File: src/sv/drank_pkg.sv
package drank_pkg;

  // Fixed field widths of the item and result payloads.
  localparam int SCORE_W = 16;
  localparam int IDX_W   = 4;
  localparam int RANK_W  = 5;

  // One input item: a signed Q3.12 score and the end-of-set mark.
  typedef struct packed {
    logic signed [SCORE_W-1:0] score;
    logic                      last_score;
  } in_item_t;

  // One result item.
  typedef struct packed {
    logic [IDX_W-1:0]  item_index;
    logic [RANK_W-1:0] rank;
    logic              overflow;
    logic              last_result;
  } result_t;

  // Controller states.
  typedef enum logic [1:0] {
    ST_IDLE,
    ST_RANK,
    ST_EMIT
  } state_e;

  // Commands from the controller to the datapath.
  typedef struct packed {
    logic load;
    logic rank_wr;
    logic emit;
  } ctrl_cmd_t;

  // Status from the datapath to the controller.
  typedef struct packed {
    logic set_end;
    logic step_last;
  } ctrl_status_t;

endpackage

File: src/sv/drank_ctrl.sv
module drank_ctrl (
  input  logic                    clk_i,
  input  logic                    rst_ni,
  input  logic                    start_i,
  input  drank_pkg::ctrl_status_t status_i,
  output drank_pkg::ctrl_cmd_t    cmd_o,
  output logic                    busy_o
);
  import drank_pkg::*;

  state_e state_q, state_d;

  // State register.
  always_ff @(posedge clk_i or negedge rst_ni) begin
    if (!rst_ni) begin
      state_q <= ST_IDLE;
    end else begin
      state_q <= state_d;
    end
  end

  // Next state and commands.
  always_comb begin
    state_d = state_q;
    cmd_o   = '0;
    busy_o  = (state_q != ST_IDLE);
    case (state_q)
      ST_IDLE: begin
        if (start_i) begin
          cmd_o.load = 1'b1;
          state_d    = ST_RANK;
        end
      end
      ST_RANK: begin
        // Finish the rank of the score just stored.
        cmd_o.rank_wr = 1'b1;
        state_d       = status_i.set_end ? ST_EMIT : ST_IDLE;
      end
      ST_EMIT: begin
        // Issue one result per cycle until the set is done.
        cmd_o.emit = 1'b1;
        if (status_i.step_last) begin
          state_d = ST_IDLE;
        end
      end
      default: begin
        state_d = ST_IDLE;
      end
    endcase
  end

endmodule

File: src/sv/drank_dp.sv
module drank_dp #(
  parameter int MAX_ITEMS  = 16,
  parameter int SCORE_BITS = 16
) (
  input  logic                    clk_i,
  input  logic                    rst_ni,
  input  drank_pkg::ctrl_cmd_t    cmd_i,
  output drank_pkg::ctrl_status_t status_o,
  input  drank_pkg::in_item_t     in_item_i,
  input  logic                    cfg_we_i,
  input  logic                    cfg_data_i,
  output drank_pkg::result_t      result_o,
  output logic                    result_valid_o
);
  import drank_pkg::*;

  localparam int IW = $clog2(MAX_ITEMS);
  localparam int CW = $clog2(MAX_ITEMS + 1);
  localparam int NG = (MAX_ITEMS + 7) / 8;
  localparam int GW = 4;

  // Row of cells: one score and one running rank per stored entry.
  logic signed [SCORE_BITS-1:0] score_q [MAX_ITEMS];
  logic [CW-1:0]                rank_q  [MAX_ITEMS];

  logic [CW-1:0] count_q;
  logic          dropped_q;
  logic          last_q;
  logic          pend_wr_q;
  logic [IW-1:0] pend_idx_q;
  logic [IW-1:0] step_q;
  logic          order_q;
  logic [GW-1:0] grp_q [NG];
  logic [GW-1:0] grp_d [NG];

  logic signed [SCORE_BITS-1:0] new_score;
  logic [MAX_ITEMS-1:0]         occupied;
  logic [MAX_ITEMS-1:0]         beats;
  logic [MAX_ITEMS-1:0]         ge;
  logic [NG*8-1:0]              ge_pad;
  logic                         room;
  logic                         store_en;
  logic [CW-1:0]                pop_sum;
  logic [CW-1:0]                new_rank;
  logic                         step_last;

  logic [MAX_ITEMS-1:0] match;
  logic [MAX_ITEMS-1:0] sel_q;
  logic                 sel_vld_q;
  logic                 sel_last_q;
  logic                 sel_ovf_q;
  logic [IW-1:0]        idx_or;
  logic [CW-1:0]        rank_or;
  logic [IDX_W+IW-1:0]  idx_ext;
  logic [RANK_W+CW-1:0] rank_ext;
  result_t              result_q;
  logic                 result_vld_q;

  // Bring the score field to the internal score width.
  if (SCORE_BITS <= SCORE_W) begin : g_narrow
    assign new_score = in_item_i.score[SCORE_BITS-1:0];
  end else begin : g_wide
    assign new_score = SCORE_BITS'(in_item_i.score);
  end

  assign room     = (count_q < CW'(MAX_ITEMS));
  assign store_en = cmd_i.load && room;

  // Compare the arriving score against every stored cell in parallel.
  always_comb begin
    for (int i = 0; i < MAX_ITEMS; i++) begin
      occupied[i] = (CW'(i) < count_q);
      beats[i]    = occupied[i] && (new_score > score_q[i]);
      ge[i]       = occupied[i] && (score_q[i] >= new_score);
    end
  end

  // Partial counts of cells scoring at or above the new score, eight per group.
  assign ge_pad = (NG*8)'(ge);
  always_comb begin
    logic [GW-1:0] cnt;
    for (int g = 0; g < NG; g++) begin
      cnt = '0;
      for (int b = 0; b < 8; b++) begin
        cnt = cnt + GW'(ge_pad[g*8+b]);
      end
      grp_d[g] = cnt;
    end
  end

  // Sum of the group counts plus one gives the rank of the new entry.
  always_comb begin
    pop_sum = '0;
    for (int g = 0; g < NG; g++) begin
      pop_sum = pop_sum + CW'(grp_q[g]);
    end
  end
  assign new_rank = pop_sum + 1'b1;

  // Cell storage: write the new score, bump outranked cells, set the new rank.
  always_ff @(posedge clk_i) begin
    for (int i = 0; i < MAX_ITEMS; i++) begin
      if (store_en && (CW'(i) == count_q)) begin
        score_q[i] <= new_score;
      end
      if (store_en && beats[i]) begin
        rank_q[i] <= rank_q[i] + 1'b1;
      end else if (cmd_i.rank_wr && pend_wr_q && (IW'(i) == pend_idx_q)) begin
        rank_q[i] <= new_rank;
      end
    end
    if (cmd_i.load) begin
      grp_q <= grp_d;
    end
  end

  assign step_last = (CW'(step_q) == (count_q - 1'b1));

  // Set bookkeeping and the configuration register.
  always_ff @(posedge clk_i or negedge rst_ni) begin
    if (!rst_ni) begin
      count_q    <= '0;
      dropped_q  <= 1'b0;
      last_q     <= 1'b0;
      pend_wr_q  <= 1'b0;
      pend_idx_q <= '0;
      step_q     <= '0;
      order_q    <= 1'b0;
    end else begin
      if (cfg_we_i) begin
        order_q <= cfg_data_i;
      end
      if (cmd_i.load) begin
        pend_wr_q  <= room;
        pend_idx_q <= count_q[IW-1:0];
        last_q     <= in_item_i.last_score;
        if (room) begin
          count_q <= count_q + 1'b1;
        end else begin
          dropped_q <= 1'b1;
        end
      end
      if (cmd_i.emit) begin
        if (step_last) begin
          step_q    <= '0;
          count_q   <= '0;
          dropped_q <= 1'b0;
          last_q    <= 1'b0;
        end else begin
          step_q <= step_q + 1'b1;
        end
      end
    end
  end

  assign status_o.set_end   = last_q;
  assign status_o.step_last = step_last;

  // Pick the cell for this output step: by position or by rank.
  always_comb begin
    for (int i = 0; i < MAX_ITEMS; i++) begin
      match[i] = occupied[i] &&
                 (order_q ? (rank_q[i] == (CW'(step_q) + 1'b1)) : (IW'(i) == step_q));
    end
  end

  always_ff @(posedge clk_i) begin
    sel_q      <= match;
    sel_last_q <= step_last;
    sel_ovf_q  <= dropped_q;
  end

  // Collapse the one-hot selection into index and rank.
  always_comb begin
    idx_or  = '0;
    rank_or = '0;
    for (int i = 0; i < MAX_ITEMS; i++) begin
      if (sel_q[i]) begin
        idx_or  = idx_or | IW'(i);
        rank_or = rank_or | rank_q[i];
      end
    end
  end

  assign idx_ext  = {{IDX_W{1'b0}}, idx_or};
  assign rank_ext = {{RANK_W{1'b0}}, rank_or};

  always_ff @(posedge clk_i) begin
    result_q.item_index  <= idx_ext[IDX_W-1:0];
    result_q.rank        <= rank_ext[RANK_W-1:0];
    result_q.overflow    <= sel_ovf_q;
    result_q.last_result <= sel_last_q;
  end

  // Result strobe pipeline.
  always_ff @(posedge clk_i or negedge rst_ni) begin
    if (!rst_ni) begin
      sel_vld_q    <= 1'b0;
      result_vld_q <= 1'b0;
    end else begin
      sel_vld_q    <= cmd_i.emit;
      result_vld_q <= sel_vld_q;
    end
  end

  assign result_o       = result_q;
  assign result_valid_o = result_vld_q;

endmodule

File: src/sv/descending_rank_engine.sv
// Loading: a score is stored, then ranked by summing the compare counts from
// the parallel cell row; busy is high for one cycle after start, except for the
// last score. After the last score, n results follow one per cycle via the
// selection and result registers; busy falls in the cycle before the last
// result appears. Results cannot be stalled. Reset (rst_ni low, asynchronous)
// empties the set, clears the overflow flag and sets output_order to input order.
module descending_rank_engine #(
  parameter int MAX_ITEMS  = 16,
  parameter int SCORE_BITS = 16
) (
  input  logic                clk_i,
  input  logic                rst_ni,
  input  logic                start,
  output logic                busy,
  input  drank_pkg::in_item_t in_item_i,
  input  logic                cfg_we_i,
  input  logic                cfg_data_i,
  output drank_pkg::result_t  result_o,
  output logic                result_valid_o
);
  import drank_pkg::*;

  ctrl_cmd_t    cmd;
  ctrl_status_t status;

  // Sequencer for load, rank and output phases.
  drank_ctrl u_ctrl (
    .clk_i    (clk_i),
    .rst_ni   (rst_ni),
    .start_i  (start),
    .status_i (status),
    .cmd_o    (cmd),
    .busy_o   (busy)
  );

  // Score cells, rank counters and result pipeline.
  drank_dp #(
    .MAX_ITEMS  (MAX_ITEMS),
    .SCORE_BITS (SCORE_BITS)
  ) u_dp (
    .clk_i          (clk_i),
    .rst_ni         (rst_ni),
    .cmd_i          (cmd),
    .status_o       (status),
    .in_item_i      (in_item_i),
    .cfg_we_i       (cfg_we_i),
    .cfg_data_i     (cfg_data_i),
    .result_o       (result_o),
    .result_valid_o (result_valid_o)
  );

  // An accepted item always occupies the rank cycle.
  a_rank_after_load: assert property (@(posedge clk_i) disable iff (!rst_ni)
    (start && !busy) |=> busy)
    else $error("no rank cycle after an accepted item");

  // Each result comes from an output step via the select and result registers.
  a_result_from_emit: assert property (@(posedge clk_i) disable iff (!rst_ni)
    result_valid_o |-> $past(cmd.emit, 2))
    else $error("result without an issued output step");

  // A new set cannot produce a result right after the last one.
  a_gap_after_last: assert property (@(posedge clk_i) disable iff (!rst_ni)
    (result_valid_o && result_o.last_result) |=> !result_valid_o)
    else $error("result directly after the final result of a set");

  // The final output step returns the controller to idle.
  a_idle_after_set: assert property (@(posedge clk_i) disable iff (!rst_ni)
    (cmd.emit && status.step_last) |=> !busy)
    else $error("still busy after the final output step");

endmodule
File: config.mk
export PLATFORM = sky130hd
export DESIGN_NAME = descending_rank_engine
export DESIGN_NICKNAME = d
export VERILOG_FILES = /design/src/sv/drank_pkg.sv /design/src/sv/drank_ctrl.sv /design/src/sv/drank_dp.sv /design/src/sv/descending_rank_engine.sv
export SDC_FILE = /design/constraint.sdc
export NUM_CORES = 1
export LEC_CHECK = 0
export BUFFER_PORTS_ARGS = -buffer_cell sky130_fd_sc_hd__buf_2
export CAP_MARGIN = 20
export CORE_MARGIN = 10
export CORE_UTILIZATION = 49
export CTS_BUF_LIST = sky130_fd_sc_hd__clkbuf_4
export DETAILED_ROUTE_END_ITERATION = 8
export HOLD_SLACK_MARGIN = 0.08
export PLACE_DENSITY = 0.68
export SYNTH_ARGS = -nofsm -noshare
export SYNTH_HDL_FRONTEND = slang
export SYNTH_SLANG_ARGS = --single-unit
File: constraint.sdc
create_clock -name clk_i -period 6.4 [get_ports clk_i]
set_input_delay 1.28 -clock clk_i [delete_from_list [all_inputs] [get_ports clk_i]]
set_output_delay 1.28 -clock clk_i [all_outputs]
set_load 0.005 [all_outputs]
Word level (Yosys, flattened, before mapping):

Memory sizes are Yosys's and may differ from the RTL's.
Cells that the tools add are included.

* word-level logic and storage cells: 570
* ROM bits: 0
* bits in latches: 0
* output and inout port bits: 13
* bits of input ports: 22
* memories: 2
* register bits: 58
* memory bits (writable): 336

Memories
* u_dp.score_q: words 16, bits a word 16, rd ports 16, clocked after Yosys merged registers in 0, wr ports 1, RTL line drank_dp.sv:23 `logic signed [SCORE_BITS-1:0] score_q [MAX_ITEMS];`
* u_dp.rank_q: words 16, bits a word 5, rd ports 16, clocked after Yosys merged registers in 0, wr ports 15, RTL line drank_dp.sv:24 `logic [CW-1:0] rank_q [MAX_ITEMS];`

* equality and inequality tests: 66
* order comparisons: 49
* $add $sub $neg: 36
* mux-type cells: 241
* multiply operators: 0
* bitwise logic cells: 31
* div/mod/pow operators: 0
* reduce and logical (&&, ||, !) cells: 123
* shift operators: 0

Operators by type and width (number)
* $ge 16x16->1: 16
* $gt 16x16->1: 16
* $mux 16: 15
* $reduce_or 16->1: 15
* $mux 5: 37
* $mux 1: 156
* $logic_and 1x1->1: 98
* $mux 4: 23
* $add 5x1->5 const B: 18
* $eq 5x5->1: 16
* $or 5x5->5: 15
* $eq 4x4->1 const A: 16
* $add 4x1->4: 12
* $eq 4x5->1 const A: 8
* $lt 4x5->1 const A: 8
* $eq 3x4->1 const A: 8
* $eq 3x5->1 const A: 4
* $lt 3x5->1 const A: 4
* $eq 2x4->1 const A: 4
* $or 1x1->1: 16
* $mux 3: 4
* $eq 2x5->1 const A: 2
* $lt 1x5->1 const A: 2
* $lt 2x5->1 const A: 2
* 24 further kinds: 31

Depth between registers and ports, before layout:

Gate-level depths: netlist of the first run.
An unclocked memory read counts as a cell.

* depth after elaboration: 32
* gate-level depth with buffers: 17
* gate-level depth less buffers: 17

Modules after synthesis:

A second synthesis of the first run with hierarchy kept.

* cells, all modules: 1774
* area, all modules: 22203.8 sq um

By module, submodules not included
* drank_dp: area each 22107.5 sq um, seq. area each 11385.9 sq um, cells an instance 1764, instances 1
* drank_ctrl: area each 96.3 sq um, seq. area each 50.0 sq um, cells an instance 10, instances 1

Least setup slack after synthesis of the first run:

OpenSTA, ideal clock, no wires.

* path kind: input-to-reg
* start: input port in_item_i[16] (netlist name)
* end: register u_dp.grp_q[2] (netlist name) (data pin)
* required time: 6.142 ns
* slack: 1.047 ns
* stages: 15
* buffers on the path: 0
* data arrival time: 5.095 ns
* library setup time: 0.258 ns
* path through: ha_1 > nand4_1 > or4_1 > a21oi_1 > nor3_1 > xnor2_1 > o21ba_2 > ha_1 > inv_1 > fa_1 > inv_1 > fa_1 > fa_1 > fa_1 > xor2_1

RTL lines
* start: declaration: RTL line descending_rank_engine.sv:15 `input drank_pkg::in_item_t in_item_i,`
* end signal: assignment: RTL line drank_dp.sv:113 `grp_q <= grp_d;`
* end: declaration: RTL line drank_dp.sv:33 `logic [GW-1:0] grp_q [NG];`

==> results of run 1 <==
cells by family (layout without fill, tap and decap cells):
| logic type | count (synthesis) | count (layout) |
|---|---|---|
| buf+inv | 289 | 532 |
| fa+ha+maj | 301 | 301 |
| mux | 39 | 39 |
| xor+xnor | 147 | 147 |
| flops | 394 | 394 |
| compound gates | 357 | 357 |
| simple gates | 468 | 468 |
| other cells | 0 | 2 |
power breakdown:
part | switching [mW] | internal (mW) | leakage (nW)
clock network | 1.05 | 1.18 | 0.799
registers | 0.118 | 2.89 | 3.52
logic | 0.978 | 0.546 | 6.41
per-stage QoR:
stage                     cell area [sq um]  worst slack, ns
after floorplan                       22700             1.05
after global placement                23900            0.599
after detailed placement              23900            0.530
after CTS                             25300             1.43
after global routing                  25300             1.15
final                                 25300             1.35
per-layer routing:
layer	track usage [%]	vias up
li1	-	7655
met1	27.6	7946
met2	32.5	657
met3	4.59	156
met4	7.40	0
met5	0	-
area by class of cell:
cell class	count	area, sq um	share of cell area [%]
Multi-Input combinational cell	1312	10200	40.5
Clock inverter	34	183	0.722
Antenna cell	2	5.00	0.0198
Inverter	258	968	3.83
Sequential cell	394	11400	45.2
Clock buffer	155	1160	4.60
Timing Repair Buffer	85	568	2.24
Tap cell	600	751	2.97
cell usage in the layout, fill, tap and decap left out, types with 10 or more instances in the layout:
| cell type | count |
|---|---|
| a21o_1 | 24 |
| a21oi_1 | 151 |
| a221o_1 | 11 |
| a221oi_1 | 21 |
| a22o_1 | 20 |
| and3_1 | 10 |
| buf_2 | 34 |
| buf_4 | 48 |
| clkbuf_4 | 156 |
| clkinv_1 | 30 |
| dfrtp_1 | 21 |
| dfxtp_1 | 29 |
| edfxtp_1 | 344 |
| ha_1 | 292 |
| inv_1 | 256 |
| mux2_2 | 17 |
| mux2i_1 | 20 |
| nand2_1 | 118 |
| nand3_1 | 76 |
| nand4_1 | 66 |
| nor2_1 | 76 |
| nor2b_1 | 29 |
| nor3_1 | 40 |
| o21ai_0 | 65 |
| o31ai_1 | 10 |
| xnor2_1 | 77 |
| xor2_1 | 67 |
flip-flops by register name, summed over array words and instances (netlist names), 2 cells and up:
signal / cells
u_dp.grp_q: 8
u_ctrl.state_q: 2
u_dp.score_q: 256
u_dp.step_q: 4
u_dp.sel_q: 16
u_dp.rank_q: 80
u_dp.count_q: 5
u_dp.result_o: 11
u_dp.pend_idx_q: 4
worst paths after layout:
path	from	endpoint
setup reg to reg	u_dp.score_q[2][7]$_DFFE_PP_	u_dp.grp_q[2]$_DFFE_PP_
max in group asynchronous	rst_ni	u_dp.step_q[0]$_DFFE_PN0P_
setup / recovery	in_item_i[8]	u_dp.grp_q[2]$_DFFE_PP_
min in group asynchronous	rst_ni	u_dp.result_valid_o$_DFF_PN0_
hold / removal	u_dp.sel_last_q$_DFF_P_	u_dp.result_o[0]$_DFF_P_
hold reg to reg	u_dp.sel_last_q$_DFF_P_	u_dp.result_o[0]$_DFF_P_
worst register-to-register path, stage by stage, from the launching register on:
cell	delay (ns)
edfxtp_1	0.35
inv_1	0.06
ha_1	0.25
a21oi_1	0.16
o21ai_0	0.11
a221o_1	0.32
nor3_1	0.21
mux2i_1	0.46
nor2_1	0.09
ha_1	0.29
inv_1	0.05
fa_1	0.53
inv_1	0.06
fa_1	0.51
fa_1	0.45
fa_1	0.39
xor2_1	0.17
==> results.yml, run 1 <==
yosys:
  ys_ff_latch: 394
  synth-compound-area-share_pct: 9.97
  syn_inst: 1995
  syn_avg_cell_area_sq_um: 11.4
  synth-simple-area-share_pct: 10.4
  synth_top_family_by_area: "adder cells"
  post-synth-top-count-cell: "edfxtp_1"
  synth_flop_cell: "edfxtp_1"
  synthTopCellsByCount: "344 x edfxtp_1, 292 x ha_1, 256 x inv_1, 152 x a21oi_1, 118 x nand2_1"
  ys_seq_area_share_pct: 50.3
  syn_nets: 2318
  synthAdderAreaFrac_pct: 16.9
  synth.yosys.warnings: 0
  syn-cell-area_sq_um: 22700
  synthMuxAreaShare_pct: 1.85
  synth_top_area_share_pct: 45.4
  ys_async_sr_fraction_pct: 5.33
  synth_area_leader_cell: "edfxtp_1"
  synth_xor_area_share_pct: 5.78
  synth_edf_count: 344
  synth.distinct_cells: 71
  ys_top_cells_by_area: "edfxtp_1 45%, ha_1 16%, inv_1 4.2%"
finish:
  utilization_pct: 55.4
  nFillCells: 3909
  drive_gt1_share_pct: 13.1
  area_growth_pct: 11.3
  final_cells: 2840
  final_nets: 2478
critical_path:
  crit_top_cell: "fa_1"
  crit_type: "input pin to flip-flop"
  path_delay_family: "adder cells"
  regToRegSetupSlack_ns: 1.70
  cpMaxStageDelayCell: "fa_1"
  crit_path_max_fanout: 10
  reg2regPathDepth: 16
  cp.arrival_ns: 5.64
  start_kind: "input pin"
  crit_path_cell_trace: "buf_2 > ha_1 > a21oi_1 > o21ai_0 > a221o_1 > nor3_1 > mux2i_1 > nor2_1 > ha_1 > inv_1 > fa_1 > inv_1 > fa_1 > fa_1 > fa_1 > xor2_1"
  critPathBufInv: 3
  cp.required_ns: 6.99
  worstSetupPathDepth: 16
  end_kind: "flip-flop"
  cpPeakStageDelay_ns: 0.53
placed_design:
  dp_cells: 2646
  place_congestion: 0.980
  io_buffer_count: 34
  dpl.hpwl_um: 41700
cts:
  cts_hold_buffers: 0
  numCtsBuffers: 104
  ctsResizeCount: 0
  clock_sinks: 394
  cts_max_level: 3
  clkSlewWorstSetupHoldPaths_ns: 0.07
  clock_latency_ns: 0.86
  tritoncts: "built"
  ctsRootBufferMaster: "clkbuf_4"
  cts_buffer_depth: 3
  post-cts-setup-buffers: 0
floorplanning:
  rows: 78
  pin_count: 35
  dieArea_sq_um: 55400
  initial_core_util_pct: 49.8
  die_w_um: 235
  core_area_sq_um: 45700
  die_y_um: 235
timing:
  setup_viol: 0
  hold_violations: 0
  worst_pin_slew_ns: 1.15
  relSlewSlack_pct: 22.8
  hold_ws_ns: 0.328
  report.final.slew_viol_count: 0
  period_needed_ns: 5.05
  rsz0062_at_grt: "no"
  finalSetupTns_ns: 0
  min_period_over_period_pct: 78.9
  fmax_ghz: 0.198
  fin_skew_ns: 0.0577
hold_path:
  hp-class: "flip-flop to flip-flop"
  holdPathStages: 0
global_route:
  grt_remaining_overflow: 0
  grt_max_degree: 24
  antenna_found_initial: 2
  grt_use_total_pct: 20.7
  grt_pass1_wl_um: 91200
  grt_pass1_vias: 16400
detailed_routing:
  met2_length_um: 26600
  ant_nets: 0
  drcViolationCount: 0
  drt-met1-wl_um: 25800
  postRouteWirelength_um: 58600
  num_vias: 16400
  wl_per_cell_um: 20.6
  dr.max_layer_used: "met4"
  drt_iter0_markers: 1378
  vias_per_cell: 5.78
  dr_wl_met3_um: 4500
  firstDrtPassIters: 6
power_and_ir_drop:
  irDropWorstVdd_mv: 0.193
  leakage_nw: 10.7
  total_power_mw: 6.76
  powerDensity_nw_per_um2: 267
run_status:
  outcome: "finished, final reports clean"
flow_run:
  maxCapViolCount: 0
Power figures use the tool's default switching activity.
==> run 2: changes to the inputs <==
--- a/config.mk
+++ b/config.mk
@@ -5,6 +5,7 @@
 export SDC_FILE = /design/constraint.sdc
 export NUM_CORES = 1
 export LEC_CHECK = 0
+export ABC_AREA = 1
 export BUFFER_PORTS_ARGS = -buffer_cell sky130_fd_sc_hd__buf_2
 export CAP_MARGIN = 20
 export CORE_MARGIN = 10
@@ -12,7 +13,7 @@
 export CTS_BUF_LIST = sky130_fd_sc_hd__clkbuf_4
 export DETAILED_ROUTE_END_ITERATION = 8
 export HOLD_SLACK_MARGIN = 0.08
-export PLACE_DENSITY = 0.68
+export PLACE_DENSITY = 0.7
 export SYNTH_ARGS = -nofsm -noshare
 export SYNTH_HDL_FRONTEND = slang
 export SYNTH_SLANG_ARGS = --single-unit
==> constraint.sdc (replaced) <==
create_clock -name clk_i -period 4.48 [get_ports clk_i]
set_input_delay 0.896 -clock clk_i [delete_from_list [all_inputs] [get_ports clk_i]]
set_output_delay 0.896 -clock clk_i [all_outputs]
set_load 0.005 [all_outputs]
==> results.yml, run 2 <==
yosys:
  post-synth-top-count-cell: "nand2_1"
  ys_seq_area_share_pct: 48.2
  syn_nets: 2877
  synth_area_leader_cell: "edfxtp_1"
  ys_async_sr_fraction_pct: 5.33
  syn-cell-area_sq_um: 23700
  ys_top_cells_by_area: "edfxtp_1 44%, ha_1 15%, nand2_1 8.8%"
  synth_top_area_share_pct: 43.5
  ys_ff_latch: 394
  syn_inst: 2554
  synthTopCellsByCount: "555 x nand2_1, 472 x inv_1, 344 x edfxtp_1, 292 x ha_1, 154 x nor2_1"
  syn_avg_cell_area_sq_um: 9.29
  synth.distinct_cells: 49
  synth.yosys.warnings: 0
  synth_flop_cell: "edfxtp_1"
  synth_edf_count: 344
finish:
  utilization_pct: 57.0
  largestRegisters: "u_dp.score_q: 256 flops, u_dp.rank_q: 80 flops, u_dp.sel_q: 16 flops"
  largest_register_ff_count: 256
  nFillCells: 4122
  area_growth_pct: 14.9
  drive_gt1_share_pct: 14.0
  mostFrequentLayoutCell: "nand2_1"
  layout_common_cells: "553 x nand2_1, 471 x inv_1, 344 x edfxtp_1"
  regMostFlops: "u_dp.score_q"
  final_nets: 3165
  final_cells: 3536
critical_path:
  crit_path_max_fanout: 2
  start_kind: "flip-flop"
  r2r_end: "u_dp.grp_q[5]$_DFFE_PP_"
  reg2regPathDepth: 19
  cp.required_ns: 5.24
  critPathLaunch: "u_dp.score_q[0][9]$_DFFE_PP_"
  crit_type: "flip-flop to flip-flop"
  cp.arrival_ns: 5.06
  timing.rr.start: "u_dp.score_q[0][9]$_DFFE_PP_"
  endpoint: "u_dp.grp_q[5]$_DFFE_PP_"
  end_kind: "flip-flop"
  regToRegSetupSlack_ns: 0.19
floorplanning:
  rows: 80
  die_y_um: 240
  initial_core_util_pct: 49.6
  dieArea_sq_um: 57600
  die_w_um: 240
  core_area_sq_um: 47800
  pin_count: 35
placed_design:
  io_buffer_count: 34
  dp_cells: 3349
  dpl.hpwl_um: 48100
  place_congestion: 0.969
global_route:
  grt_use_total_pct: 22.8
  grt_pass1_wl_um: 101000
  grt_pass1_vias: 19000
  grt_remaining_overflow: 0
  antenna_found_initial: 4
  grt_max_degree: 26
timing:
  hold_ws_ns: 0.233
  min_period_over_period_pct: 95.8
  hold_violations: 0
  report.final.slew_viol_count: 0
  fmax_ghz: 0.233
  worst_pin_slew_ns: 1.15
  setup_viol: 0
  fin_skew_ns: 0.0797
  relSlewSlack_pct: 23.1
  period_needed_ns: 4.29
hold_path:
  hp-class: "input pin to flip-flop"
  holdPathStages: 3
  worstHoldStart: "cfg_data_i"
cts:
  cts_max_level: 3
  ctsRootBufferMaster: "clkbuf_4"
  tritoncts: "built"
  cts_buffer_depth: 3
  clock_latency_ns: 0.91
  clock_sinks: 394
  numCtsBuffers: 104
  clkSlewWorstSetupHoldPaths_ns: 0.07
power_and_ir_drop:
  leakage_nw: 13.2
  irDropWorstVdd_mv: 0.361
  pwr-share-seq_pct: 39.9
  p_int_mw: 7.43
  comb_power_share_pct: 35.0
  powerDensity_nw_per_um2: 447
  p_sw_mw: 4.76
  clockPowerShare_pct: 25.1
  p_sw_share_pct: 39.1
detailed_routing:
  drcViolationCount: 0
  postRouteWirelength_um: 64800
  drt-met1-wl_um: 26900
  met2_length_um: 30100
  drt_iter0_markers: 1459
  dr_wl_met3_um: 5050
  vias_per_cell: 5.39
  wl_per_cell_um: 18.3
  ant_nets: 0
  num_vias: 19100
  dr.max_layer_used: "met5"
  firstDrtPassIters: 7
flow_run:
  maxCapViolCount: 0
run_status:
  outcome: "finished, final reports clean"
run 2: through the flow:
stage	instance area [sq um]	power, mW	TNS, ns	setup slack, ns
global placement	25900	8.94	-1.62	-0.411
detailed placement	25900	9.10	-2.29	-0.534
floorplan	23800	7.40	0	0.0113
global route	27200	12.9	-0.0225	-0.0225
CTS	27200	12.2	0	0.148
finish	27200	12.2	0	0.187
run 2: what timing repair did:
item / 4_1_cts / 5_1_grt
hold buffers: 1 / 0
setup buffers: 0 / 1
setup endpoints to repair: 0 / 2
hold endpoints to repair: 21 / 0
gates resized for setup: 0 / 6
run 2: how the worst min path moves through the flow:
stage | endpoint | slack, ns
after floorplan | u_dp.result_o[0]$_DFF_P_ | 0.31
after global routing | u_dp.order_q$_DFFE_PN0P_ | 0.21
after detailed placement | u_dp.result_o[0]$_DFF_P_ | 0.31
final | u_dp.order_q$_DFFE_PN0P_ | 0.23
after global placement | u_dp.result_o[0]$_DFF_P_ | 0.31
after CTS | u_dp.order_q$_DFFE_PN0P_ | 0.17
run 2: final cells by class:
type                            count  area [sq um]  area share, %
Sequential cell                   394         11400           42.0
Multi-Input combinational cell   1645         10400           38.1
Inverter                          481          1810           6.66
Timing Repair Buffer              216          1580           5.79
Clock buffer                      147          1100           4.05
Tap cell                          615           769           2.82
Clock inverter                     37           151          0.556
Antenna cell                        1          2.50        0.00918
run 2: critical path, cell delays in order (launching register included):
cell and delay [ns]:
edfxtp_1 0.44, ha_4 0.31, nand2_1 0.06, nor2_2 0.14, nand2_2 0.09, nor2_2 0.14, buf_4 0.12, buf_4 0.09
nand4_1 0.14, a21oi_2 0.18, buf_4 0.12, ha_1 0.22, inv_1 0.08, fa_1 0.42, fa_1 0.55, inv_1 0.06
fa_1 0.44, inv_1 0.09, fa_1 0.41, inv_1 0.07
run 2: logic make-up (layout without fill, tap and decap cells):
kind of cell	count (synthesis)	in the layout	synth area share, %
AND/OR/NAND/NOR	930	930	16.4
AO/OA/AOI/OAI	323	323	7.34
adder cells (fa/ha/maj)	301	301	16.2
buffers and inverters	515	881	8.36
XOR/XNOR	87	87	3.39
other	0	1	0
multiplexers	4	4	0.169
flip-flops	394	394	48.2
run 2: power by group through the flow:
stage                     combinational (mW)  clock, mW  sequential (mW)
after floorplan                         2.58          0             4.82
after global placement                  4.04          0             4.91
after detailed placement                4.18          0             4.92
after CTS                               4.20       3.14             4.84
after global routing                    4.70       3.33             4.90
final                                   4.27       3.06             4.86
run 2: routing by layer:
metal / global-route usage (%) / up-vias
li1: - / 9147
met2: 37.4 / 733
met5: 0 / -
met3: 4.44 / 156
met1: 28.1 / 9014
met4: 11.5 / 2
